[config.mk]
export PLATFORM = sky130hd
export DESIGN_NAME = lagrange_interpolation_eval_unit
export DESIGN_NICKNAME = d
export VERILOG_FILES = /design/src/hw/rtl/lie_pkg.sv /design/src/hw/rtl/lagrange_interpolation_eval_unit.sv /design/src/hw/rtl/lie_cell.sv /design/src/hw/rtl/lie_mul.sv /design/src/hw/rtl/lie_div.sv
export SDC_FILE = /design/constraint.sdc
export NUM_CORES = 2
export LEC_CHECK = 0
export BUFFER_PORTS_ARGS = -buffer_cell sky130_fd_sc_hd__clkbuf_2
export CAP_MARGIN = 25
export CELL_PAD_IN_SITES_DETAIL_PLACEMENT = 1
export CELL_PAD_IN_SITES_GLOBAL_PLACEMENT = 1
export CORE_MARGIN = 4
export CORE_UTILIZATION = 50
export DETAILED_ROUTE_END_ITERATION = 10
export GPL_ROUTABILITY_DRIVEN = 0
export PLACE_DENSITY = 0.86
export SYNTH_ARGS = -nofsm -noshare
export SYNTH_HDL_FRONTEND = slang
export SYNTH_SLANG_ARGS = --single-unit
[constraint.sdc]
create_clock -name clk -period 20.5 [get_ports clk]
set_input_delay 3.075 -clock clk [delete_from_list [all_inputs] [get_ports clk]]
set_output_delay 3.075 -clock clk [all_outputs]
set_load 0.005 [all_outputs]
[src/hw/rtl/lie_pkg.sv]
// Package for the interpolation evaluator: field widths, payload layout and
// the control struct shared by the top level and the serial multiplier.
// Depends on nothing.
`default_nettype none
package lie_pkg;
	localparam int COORD_W = 24;
	localparam int MAG_W = 25;
	localparam int VALUE_W = 32;
	localparam int IDX_W = 3;
	localparam int IN_DATA_W = 80;
	localparam int OUT_DATA_W = 32;

	localparam logic OP_LOAD = 1'b0;
	localparam logic OP_EVAL = 1'b1;

	typedef logic signed [COORD_W-1:0] coord_t;
	typedef logic [MAG_W-1:0] mag_t;

	typedef struct packed {
		logic init;
		logic start;
	} mul_ctl_t;
endpackage
`default_nettype wire

[src/hw/rtl/lagrange_interpolation_eval_unit.sv]
// Lagrange interpolation evaluator. A load request (tuser 0) writes one node into slot
// node_index. An evaluate request (tuser 1) returns the polynomial value at query_x in
// Q20.12, saturated, and the next request is taken only once the evaluator is back in
// idle. The time is set by the bit-serial multiplier and divider that all terms share,
// and an evaluation also waits at its end while an earlier result is still not taken.
// Nodes circulate through a ring of cells. Every slot must be written first.
// Depends on lie_pkg, lie_cell, lie_mul and lie_div.
`default_nettype none
module lagrange_interpolation_eval_unit #(
	parameter int NODES = 6
) (
	input  wire logic        clk,
	input  wire logic        arst_n,
	input  wire logic        s_tvalid,
	output logic             s_tready,
	// node_index[2:0], node_x[26:3], node_y[50:27], query_x[74:51], zero fill above.
	input  wire logic [lie_pkg::IN_DATA_W-1:0] s_tdata,
	// op[0].
	input  wire logic [0:0]  s_tuser,
	output logic             m_tvalid,
	input  wire logic        m_tready,
	// value[31:0].
	output logic [lie_pkg::OUT_DATA_W-1:0] m_tdata,
	// saturated[0], bad_nodes[1].
	output logic [1:0]       m_tuser
);
	import lie_pkg::*;

	localparam int NW = COORD_W * NODES + 1;
	localparam int AW = NW + 6;
	localparam int IW = (NODES > 2) ? $clog2(NODES) : 1;

	typedef enum logic [2:0] {
		ST_IDLE, ST_CAPT, ST_MSTART, ST_MWAIT, ST_DSTART, ST_DWAIT, ST_OUT
	} state_t;

	state_t state_q;
	coord_t cx [NODES];
	coord_t cy [NODES];
	logic [NODES-1:0] ld;
	logic rot;
	coord_t xi_q, q_q;
	logic neg_q, bad_q;
	logic [IW-1:0] i_q, j_q;
	logic signed [AW-1:0] acc_q, term;
	logic m_valid_q, sat_q, badout_q;
	logic [VALUE_W-1:0] value_q;
	mul_ctl_t mctl;
	mag_t ma, mb;
	logic signed [MAG_W-1:0] da, db;
	logic [NW-1:0] num, den, quo;
	logic mdone, ddone, dstart, acc_fits, accept;
	logic [IDX_W-1:0] in_idx;

	assign accept = s_tvalid && s_tready;
	assign s_tready = (state_q == ST_IDLE);
	assign in_idx = s_tdata[IDX_W-1:0];
	assign rot = (state_q == ST_CAPT) || (state_q == ST_MSTART) || (state_q == ST_DSTART);

	for (genvar k = 0; k < NODES; k++) begin : g_cell
		assign ld[k] = accept && (s_tuser[0] == OP_LOAD) && (32'(in_idx) == k);
		lie_cell u_cell (
			.clk(clk), .arst_n(arst_n), .ld(ld[k]),
			.ld_x(s_tdata[26:3]), .ld_y(s_tdata[50:27]), .rot(rot),
			.nb_x(cx[(k + 1) % NODES]), .nb_y(cy[(k + 1) % NODES]),
			.x(cx[k]), .y(cy[k])
		);
	end

	assign da = {q_q[COORD_W-1], q_q} - {cx[0][COORD_W-1], cx[0]};
	assign db = {xi_q[COORD_W-1], xi_q} - {cx[0][COORD_W-1], cx[0]};
	assign ma = da[MAG_W-1] ? mag_t'(-da) : mag_t'(da);
	assign mb = db[MAG_W-1] ? mag_t'(-db) : mag_t'(db);
	assign mctl.init = (state_q == ST_CAPT);
	assign mctl.start = (state_q == ST_MSTART);
	assign dstart = (state_q == ST_DSTART);

	lie_mul #(.NW(NW)) u_mul (
		.clk(clk), .arst_n(arst_n), .ctl(mctl),
		.init_mag(cy[0][COORD_W-1] ? COORD_W'(-cy[0]) : COORD_W'(cy[0])),
		.ma(ma), .mb(mb), .num(num), .den(den), .done(mdone)
	);

	lie_div #(.NW(NW)) u_div (
		.clk(clk), .arst_n(arst_n), .start(dstart), .n(num), .d(den),
		.quo(quo), .done(ddone)
	);

	assign term = neg_q ? -$signed(AW'(quo)) : $signed(AW'(quo));
	assign acc_fits = (acc_q[AW-1:VALUE_W-1] == '0) || (acc_q[AW-1:VALUE_W-1] == '1);

	always_ff @(posedge clk or negedge arst_n) begin
		if (!arst_n) begin
			state_q <= ST_IDLE;
			m_valid_q <= 1'b0;
			i_q <= '0;
			j_q <= '0;
			q_q <= '0;
			xi_q <= '0;
			neg_q <= 1'b0;
			bad_q <= 1'b0;
			acc_q <= '0;
			value_q <= '0;
			sat_q <= 1'b0;
			badout_q <= 1'b0;
		end else begin
			if (m_valid_q && m_tready && (state_q != ST_OUT))
				m_valid_q <= 1'b0;
			case (state_q)
				ST_IDLE: begin
					if (accept && (s_tuser[0] == OP_EVAL)) begin
						q_q <= s_tdata[74:51];
						i_q <= '0;
						acc_q <= '0;
						bad_q <= 1'b0;
						state_q <= ST_CAPT;
					end
				end
				ST_CAPT: begin
					xi_q <= cx[0];
					neg_q <= cy[0][COORD_W-1];
					j_q <= '0;
					state_q <= ST_MSTART;
				end
				ST_MSTART: begin
					neg_q <= neg_q ^ da[MAG_W-1] ^ db[MAG_W-1];
					if (db == '0)
						bad_q <= 1'b1;
					state_q <= ST_MWAIT;
				end
				ST_MWAIT: begin
					if (mdone) begin
						if (j_q == IW'(NODES - 2)) begin
							state_q <= ST_DSTART;
						end else begin
							j_q <= j_q + 1'b1;
							state_q <= ST_MSTART;
						end
					end
				end
				ST_DSTART: begin
					state_q <= ST_DWAIT;
				end
				ST_DWAIT: begin
					if (ddone) begin
						acc_q <= acc_q + term;
						if (i_q == IW'(NODES - 1)) begin
							state_q <= ST_OUT;
						end else begin
							i_q <= i_q + 1'b1;
							state_q <= ST_CAPT;
						end
					end
				end
				ST_OUT: begin
					if (!m_valid_q || m_tready) begin
						m_valid_q <= 1'b1;
						badout_q <= bad_q;
						if (bad_q) begin
							value_q <= '0;
							sat_q <= 1'b0;
						end else if (acc_fits) begin
							value_q <= acc_q[VALUE_W-1:0];
							sat_q <= 1'b0;
						end else begin
							value_q <= acc_q[AW-1] ? {1'b1, {(VALUE_W-1){1'b0}}}
								: {1'b0, {(VALUE_W-1){1'b1}}};
							sat_q <= 1'b1;
						end
						state_q <= ST_IDLE;
					end
				end
				default: begin
					state_q <= ST_IDLE;
				end
			endcase
		end
	end

	assign m_tvalid = m_valid_q;
	assign m_tdata = value_q;
	assign m_tuser = {badout_q, sat_q};

`ifndef SYNTHESIS
	a_bad_zero: assert property (@(posedge clk) disable iff (!arst_n)
		m_tvalid && m_tuser[1] |-> (m_tdata == '0) && !m_tuser[0])
		else $error("bad node result is not zero");
	a_sat_rail: assert property (@(posedge clk) disable iff (!arst_n)
		m_tvalid && m_tuser[0] |-> (m_tdata == 32'h7FFFFFFF) || (m_tdata == 32'h80000000))
		else $error("saturated result is not at a rail");
	a_eval_busy: assert property (@(posedge clk) disable iff (!arst_n)
		s_tvalid && s_tready && s_tuser[0] |=> !s_tready)
		else $error("request taken while an evaluation runs");
`endif
endmodule
`default_nettype wire

[src/hw/rtl/lie_cell.sv]
// One cell of the node ring: holds one (x, y) node pair.
// Loads from the input side or takes its neighbor's pair on a rotate.
// Depends on lie_pkg.
`default_nettype none
module lie_cell (
	input  wire logic           clk,
	input  wire logic           arst_n,
	input  wire logic           ld,
	input  wire lie_pkg::coord_t ld_x,
	input  wire lie_pkg::coord_t ld_y,
	input  wire logic           rot,
	input  wire lie_pkg::coord_t nb_x,
	input  wire lie_pkg::coord_t nb_y,
	output lie_pkg::coord_t      x,
	output lie_pkg::coord_t      y
);
	import lie_pkg::*;

	coord_t x_q, y_q;

	always_ff @(posedge clk or negedge arst_n) begin
		if (!arst_n) begin
			x_q <= '0;
			y_q <= '0;
		end else if (ld) begin
			x_q <= ld_x;
			y_q <= ld_y;
		end else if (rot) begin
			x_q <= nb_x;
			y_q <= nb_y;
		end
	end

	assign x = x_q;
	assign y = y_q;
endmodule
`default_nettype wire

[src/hw/rtl/lie_mul.sv]
// Serial shift-add multiplier that scales the numerator and denominator
// products by one 25-bit magnitude each, one multiplier bit per cycle.
// Depends on lie_pkg.
`default_nettype none
module lie_mul #(
	parameter int NW = 145
) (
	input  wire logic              clk,
	input  wire logic              arst_n,
	input  wire lie_pkg::mul_ctl_t ctl,
	input  wire logic [lie_pkg::COORD_W-1:0] init_mag,
	input  wire lie_pkg::mag_t     ma,
	input  wire lie_pkg::mag_t     mb,
	output logic [NW-1:0]          num,
	output logic [NW-1:0]          den,
	output logic                   done
);
	import lie_pkg::*;

	localparam int CW = $clog2(MAG_W + 1);

	logic [NW-1:0] num_q, den_q, pn_q, pd_q, pn_d, pd_d;
	mag_t ma_q, mb_q;
	logic [CW-1:0] cnt_q;
	logic busy_q, done_q;

	assign pn_d = {pn_q[NW-2:0], 1'b0} + (ma_q[MAG_W-1] ? num_q : '0);
	assign pd_d = {pd_q[NW-2:0], 1'b0} + (mb_q[MAG_W-1] ? den_q : '0);

	always_ff @(posedge clk or negedge arst_n) begin
		if (!arst_n) begin
			busy_q <= 1'b0;
			done_q <= 1'b0;
			cnt_q <= '0;
		end else begin
			done_q <= 1'b0;
			if (ctl.start) begin
				busy_q <= 1'b1;
				cnt_q <= CW'(MAG_W);
			end else if (busy_q) begin
				cnt_q <= cnt_q - 1'b1;
				if (cnt_q == CW'(1)) begin
					busy_q <= 1'b0;
					done_q <= 1'b1;
				end
			end
		end
	end

	always_ff @(posedge clk) begin
		if (ctl.init) begin
			num_q <= NW'(init_mag);
			den_q <= NW'(1);
		end else if (ctl.start) begin
			ma_q <= ma;
			mb_q <= mb;
			pn_q <= '0;
			pd_q <= '0;
		end else if (busy_q) begin
			pn_q <= pn_d;
			pd_q <= pd_d;
			ma_q <= {ma_q[MAG_W-2:0], 1'b0};
			mb_q <= {mb_q[MAG_W-2:0], 1'b0};
			if (cnt_q == CW'(1)) begin
				num_q <= pn_d;
				den_q <= pd_d;
			end
		end
	end

	assign num = num_q;
	assign den = den_q;
	assign done = done_q;
endmodule
`default_nettype wire

[src/hw/rtl/lie_div.sv]
// Restoring shift-subtract divider, one quotient bit per cycle.
// Gives floor(n / d) for unsigned NW-bit operands. Depends on nothing.
`default_nettype none
module lie_div #(
	parameter int NW = 145
) (
	input  wire logic          clk,
	input  wire logic          arst_n,
	input  wire logic          start,
	input  wire logic [NW-1:0] n,
	input  wire logic [NW-1:0] d,
	output logic [NW-1:0]      quo,
	output logic               done
);
	localparam int CW = $clog2(NW + 1);

	logic [NW-1:0] n_q, d_q, r_q, q_q;
	logic [NW:0] rs, rd;
	logic ge;
	logic [CW-1:0] cnt_q;
	logic busy_q, done_q;

	assign rs = {r_q, n_q[NW-1]};
	assign rd = rs - {1'b0, d_q};
	assign ge = (rs >= {1'b0, d_q});

	always_ff @(posedge clk or negedge arst_n) begin
		if (!arst_n) begin
			busy_q <= 1'b0;
			done_q <= 1'b0;
			cnt_q <= '0;
		end else begin
			done_q <= 1'b0;
			if (start) begin
				busy_q <= 1'b1;
				cnt_q <= CW'(NW);
			end else if (busy_q) begin
				cnt_q <= cnt_q - 1'b1;
				if (cnt_q == CW'(1)) begin
					busy_q <= 1'b0;
					done_q <= 1'b1;
				end
			end
		end
	end

	always_ff @(posedge clk) begin
		if (start) begin
			n_q <= n;
			d_q <= d;
			r_q <= '0;
			q_q <= '0;
		end else if (busy_q) begin
			n_q <= {n_q[NW-2:0], 1'b0};
			r_q <= ge ? rd[NW-1:0] : rs[NW-1:0];
			q_q <= {q_q[NW-2:0], ge};
		end
	end

	assign quo = q_q;
	assign done = done_q;
endmodule
`default_nettype wire
## Yosys cells after proc, flatten, opt, wreduce, memory -nomap -nowiden

Cells that the tools add are included.

- Register bits: 1758
- Bits in latches: 0
- Bits in writable memories: 0
- Memory bits (read-only): 0
- Bits of input ports: 85
- Output and inout port bits: 36
- Logic and storage cells: 218
- Memories kept: 0

- Add/subtract/negate cells: 14
- $mul: 0
- Divide/modulo/power cells: 0
- $lt $le $gt $ge: 1
- Equal/unequal tests: 25
- Shift operators: 0
- Muxes and demuxes: 88
- Bitwise gates (word level): 5
- Reductions and logical operators: 44

Operator list:

| cell | count |
|---|---|
| $mux 145 | 5 |
| $mux 24 | 29 |
| $mux 151 | 3 |
| $pmux 151 s2 | 1 |
| $add 145x145->145 | 2 |
| $mux 144 | 2 |
| $add 151x151->151 | 1 |
| $neg 145->151 | 1 |
| $mux 25 | 6 |
| $ge 146x145->1 | 1 |
| $sub 145x145->145 | 1 |
| $eq 120x120->1 const B | 1 |
| $logic_not 120->1 | 1 |
| $mux 32 | 3 |
| $neg 25->25 | 2 |
| $sub 24x24->25 | 2 |
| $mux 3 | 11 |
| $reduce_bool 2->1 | 14 |
| $logic_not 25->1 | 1 |
| $neg 24->24 | 1 |
| $eq 3x3->1 const B | 7 |
| $pmux 3 s7 | 1 |
| $mux 1 | 19 |
| $mux 8 | 2 |
| 22 further kinds | 60 |

## Longest topological paths before layout

- Depth in word-level cells: 6
- Gate-level depth with buffers: 32
- Mapped depth without buffers: 29

## Hierarchy

A second synthesis with hierarchy kept.

- Cell total of the unflattened synthesis: 13637
- Area total of the unflattened synthesis: 117961.9 sq um

By module, submodules not included:

| module | times used | cells each | area an instance (sq um) | seq. area each (sq um) |
|---|---|---|---|---|
| lie_mul | 1 | 5258 | 44148.6 | 16370.7 |
| lie_div | 1 | 3437 | 32783.9 | 14764.2 |
| lagrange_interpolation_eval_unit | 1 | 3694 | 27591.5 | 6130.9 |
| lie_cell | 6 | 208 | 2239.6 | 1201.2 |

## Worst setup path before layout

OpenSTA, ideal clock, no wires.

- Kind: reg-to-reg
- Start point: register state_q[2]
- End point: register u_mul.ma_q[0] (enable)
- Library setup time: 1.152 ns
- Data arrival time: 17.704 ns
- Slack: 1.644 ns
- Cell stages (with the launch flop): 8
- Period minus slack after synthesis: 18.856 ns
- Cells stage by stage: dfrtp_1 clkbuf_1 nand2b_1 clkbuf_1 nor2_1 clkbuf_1 clkbuf_1 a21oi_1

- Longest elaborated chain between the ends: 3
- Elaborated cells between the ends (all ways): 5

RTL lines:

| what | RTL line | RTL |
|---|---|---|
| start, declared | lagrange_interpolation_eval_unit.sv:37 | `state_t state_q;` |
| start signal, assigned | lagrange_interpolation_eval_unit.sv:94 | `state_q <= ST_IDLE;` |
| start signal, assigned | lagrange_interpolation_eval_unit.sv:116 | `state_q <= ST_CAPT;` |
| start signal, assigned | lagrange_interpolation_eval_unit.sv:123 | `state_q <= ST_MSTART;` |
| $eq 3x2->1 or $eq 3x1->1 (tied branches) | lagrange_interpolation_eval_unit.sv:75, lagrange_interpolation_eval_unit.sv:74 |  |
| $reduce_bool 2->1 (no line) or $not 1->1 (tied branches) | -- |  |
| $reduce_and 2->1 (no line) * | -- |  |
| end signal, assigned | lie_mul.sv:55 | `ma_q <= ma;` |
| end signal, assigned | lie_mul.sv:62 | `ma_q <= {ma_q[MAG_W-2:0], 1'b0};` |
| end, declared | lie_mul.sv:23 | `mag_t ma_q, mb_q;` |

Mark *: on every way between the ends. The rest lies on a longest branch, timed or not.
A chain may end at the register's enable or synchronous reset.

## Worst setup path after layout

- Start point: register u_div.q_q[29] (netlist: u_div.quo[29])
- End point: register acc_q[148]

- Longest elaborated chain between the ends: 5

RTL lines:

| what | RTL line | RTL |
|---|---|---|
| start, declared | lie_div.sv:17 | `logic [NW-1:0] n_q, d_q, r_q, q_q;` |
| start signal, assigned | lie_div.sv:56 | `q_q <= {q_q[NW-2:0], ge};` |
| $neg 145->151 | lagrange_interpolation_eval_unit.sv:89 | `assign term = neg_q ? -$signed(AW'(quo)) : $signed(AW'(quo));` |
| $mux 151 * | lagrange_interpolation_eval_unit.sv:89 |  |
| $add 151x151->151 * | lagrange_interpolation_eval_unit.sv:146 | `acc_q <= acc_q + term;` |
| $mux 151 * | lagrange_interpolation_eval_unit.sv:145 | `if (ddone) begin` |
| $pmux 151 s2 * | lagrange_interpolation_eval_unit.sv:109 | `case (state_q)` |
| end signal, assigned | lagrange_interpolation_eval_unit.sv:146 |  |
| end, declared | lagrange_interpolation_eval_unit.sv:45 | `logic signed [AW-1:0] acc_q, term;` |

Mark *: on every way between the ends. The rest lies on a longest branch, timed or not. The select of a mux whose other input is x is not followed.

==> impl_metrics.tcl <==
set metrics [dict create \
    combPwrFrac 0.371 \
    worstPathMaxFanout 9 \
    wl_per_cell_um 22.8 \
    drc 0 \
    final_cell_count_no_fill 16600 \
    clock_skew_ps 53.9 \
    netlist-cell-type-count 93 \
    critPathLaunchType "register" \
    ys_warn_count 0 \
    post-cts-setup-buffers 0 \
    rsz0062_at_grt "false" \
    finalNetCount 14200 \
    slew_headroom 0.145 \
    first_pass_iters 8 \
    drtIter0Drc 8446 \
    clk_latency_ps 890 \
    die_w_um 485 \
    dp_hpwl_um 265000 \
    end_kind "register" \
    clkSinkCount 1758 \
    max_freq_ghz 0.111 \
    postCtsHoldBufs 0 \
    vias 105000 \
    portBuffers 115 \
    max_slew.worst_pin.slew_ps 1280 \
    status "complete, no violations" \
    finalWirelength_um 379000 \
    track_usage 0.310 \
    synthTopCellsByArea "edfxtp_1 (17%), dfrtp_1 (12%), dfxtp_1 (9.8%)" \
    hp-class "reg -> reg" \
    synth_top_area_cell "edfxtp_1" \
    grt_pass1_vias 110000 \
    layout-drive-gt1-share 0.0468 \
    ys.flop_type "edfxtp_1" \
    ys_async_sr_fraction 0.313 \
    dieArea_mm2 0.236 \
    area_delta_synth_final_pct 8.25 \
    peakVddDrop_mv 0.128 \
    synthCells 13900 \
    cts_resized 0 \
    rows 174 \
    synth-edff-count 652 \
    syn_nets 14600 \
    antenna_violating_nets_post_route 0 \
    core_area_mm2 0.226 \
    switching_share 0.403 \
    initial_utilization 0.505 \
    leakage_nw 52.1 \
    grt_pass1_wl_um 604000 \
    path_class "reg -> reg" \
    cts_buffer_depth 3 \
    drt-vias-per-instance 6.32 \
    dp_cells 16300 \
    htreeDepth 4 \
    syn_area_per_cell_um2 8.22 \
    netlist_area_mm2 0.114 \
    switchingPower_mw 5.62 \
    cts_tree "done" \
    hold_viol_final 0 \
    antenna_found_initial 19 \
    powerDensity_mw_per_mm2 113 \
    pwr-share-seq 0.361 \
    crit_arrival_ps 9770 \
    maxSlewViolCount 0 \
    period_needed_ps 8990 \
    numCtsBuffers 196 \
    grt_remaining_overflow 0 \
    setup_viol 0 \
    cts_root_buffer "clkbuf_16" \
    yosysTopAreaCellShare 0.172 \
    setup-tns-final_ps 0 \
    clk_pin_slew_ps 60 \
    p_clk_frac 0.269 \
    cp.required_ps 21280 \
    cap_violations 0 \
    p_int_mw 8.31 \
    yosysSeqAreaShare 0.390 \
    fin_crit_sh 0.439 \
    die_h_um 485 \
    synth.ff_latch_count 1758 \
    grt_max_degree 205 \
    ios 121 \
]
## synth_stat cells (52+ instances only)
cell         n
nor3_1     168
o21ai_0   1046
o21a_1      99
xor2_1     260
dfrtp_1    550
nand4_1    348
a21oi_1   1322
nor2_1    1485
mux2i_1    174
nor4_1     108
edfxtp_1   652
nor2b_1     71
clkbuf_1   758
a21o_1     299
or3_1       74
dfxtp_1    556
a22oi_1    298
a21boi_0    52
inv_1      452
ha_1       649
nand3_1    172
xnor2_1    557
a211oi_1   126
and2_1     372
o31ai_1     98
a31oi_1     73
nand2_1   2162
o21bai_1   207
nand2b_1    92
## layout make-up
class,count,area [um2]
repair buffers,218,1640
clock buffers,281,5620
flip-flops and latches,1758,44500
well taps,2992,3740
inverters,454,1710
diodes,7,17.5
clock inverters,90,1180
fillers,26700,102000
multi-input cells,10800,65000
## sequential cells by signal, indices dropped and copies added, names as in the netlist, 144 cells and up
register / count
u_mul.pn_q: 144
u_mul.num: 145
u_div.n_q: 145
g_cell.u_cell.x: 144
u_div.r_q: 145
u_mul.pd_q: 144
g_cell.u_cell.y: 144
u_div.d_q: 145
acc_q: 151
u_div.quo: 145
u_mul.den: 145
## placed cells by master (no fill, tap or decap), types with 174 or more instances in the layout
cell type | synthesis | final
a21o_1 | 299 | 299
a21oi_1 | 1322 | 1320
a22oi_1 | 298 | 298
and2_1 | 372 | 372
clkbuf_16 | 0 | 204
dfrtp_1 | 550 | 548
dfxtp_1 | 556 | 556
edfxtp_1 | 652 | 652
ha_1 | 649 | 649
inv_1 | 452 | 451
mux2i_1 | 174 | 174
nand2_1 | 2162 | 2160
nand4_1 | 348 | 348
nor2_1 | 1485 | 1474
o21ai_0 | 1046 | 1046
o21bai_1 | 207 | 207
xnor2_1 | 557 | 557
xor2_1 | 260 | 260
## layer usage
layer	track usage	share of wire
met1	0.399	0.42
met2	0.526	0.48
met3	0.0432	0.058
met4	0.125	0.041
met5	0	0.00031
## critical path, stage by stage, from the launching register on
cell	delay (ps)
dfxtp_1	370
or4_1	630
nor4_1	430
nor4b_4	400
nand4_2	490
nor3_1	660
nand2_1	170
o21ai_0	240
xnor2_1	130
ha_1	470
nand4_1	170
or3_1	400
or3_1	400
nor4b_1	750
o2111ai_1	290
a2111oi_0	890
o22ai_1	330
o21a_1	330
o41ai_1	730
a41oi_1	260
xor2_1	190
o21ai_0	160
## power by group through the flow
stage	Sequential, mW	Clock (mW)	Combinational, mW
floorplan	5.06	0	3.63
CTS	5.01	3.79	5.06
global route	5.08	3.93	5.66
detailed placement	5.07	0	4.98
global placement	5.01	0	4.68
finish	5.02	3.74	5.17
## cells by family (layout without fill, tap and decap cells)
kind of cell | Yosys count | after routing | synth area share
AND/OR/NAND/NOR | 5239 | 5239 | 0.206
AO/OA/AOI/OAI | 3955 | 3955 | 0.211
flip-flops | 1758 | 1758 | 0.390
buffers and inverters | 1257 | 1043 | 0.0416
XOR/XNOR | 817 | 817 | 0.0628
adder cells (fa/ha/maj) | 655 | 655 | 0.0723
multiplexers | 177 | 177 | 0.0156
other | 0 | 7 | 0
## final timing paths
kind	start	endpoint	slack [ps]	cells past startpoint
worst max-delay path	u_div.quo[29]	acc_q[148]	11510	21
worst min register to register	u_mul.den[1]	u_div.d_q[1]	450	0
worst max register to register	u_div.quo[29]	acc_q[148]	11510	21
max in group asynchronous	arst_n	acc_q[81]	14490	5
min in group asynchronous	arst_n	g_cell[4].u_cell.y[17]	2300	1
worst min-delay path	u_mul.den[1]	u_div.d_q[1]	450	0
## per-stage QoR
step | util | setup WS [ps] | hold slack, ps | cell area (um2) | power [mW]
floorplan | - | 1640 | 416 | 114000 | 8.69
global placement | 0.515 | 12060 | 432 | 116000 | 9.69
detailed placement | 0.515 | 11770 | 437 | 116000 | 10.0
CTS | 0.545 | 11700 | 444 | 123000 | 13.9
global route | 0.546 | 11180 | 468 | 123000 | 14.7
finish | 0.546 | 11510 | 449 | 123000 | 13.9
Power figures use the tool's default switching activity.
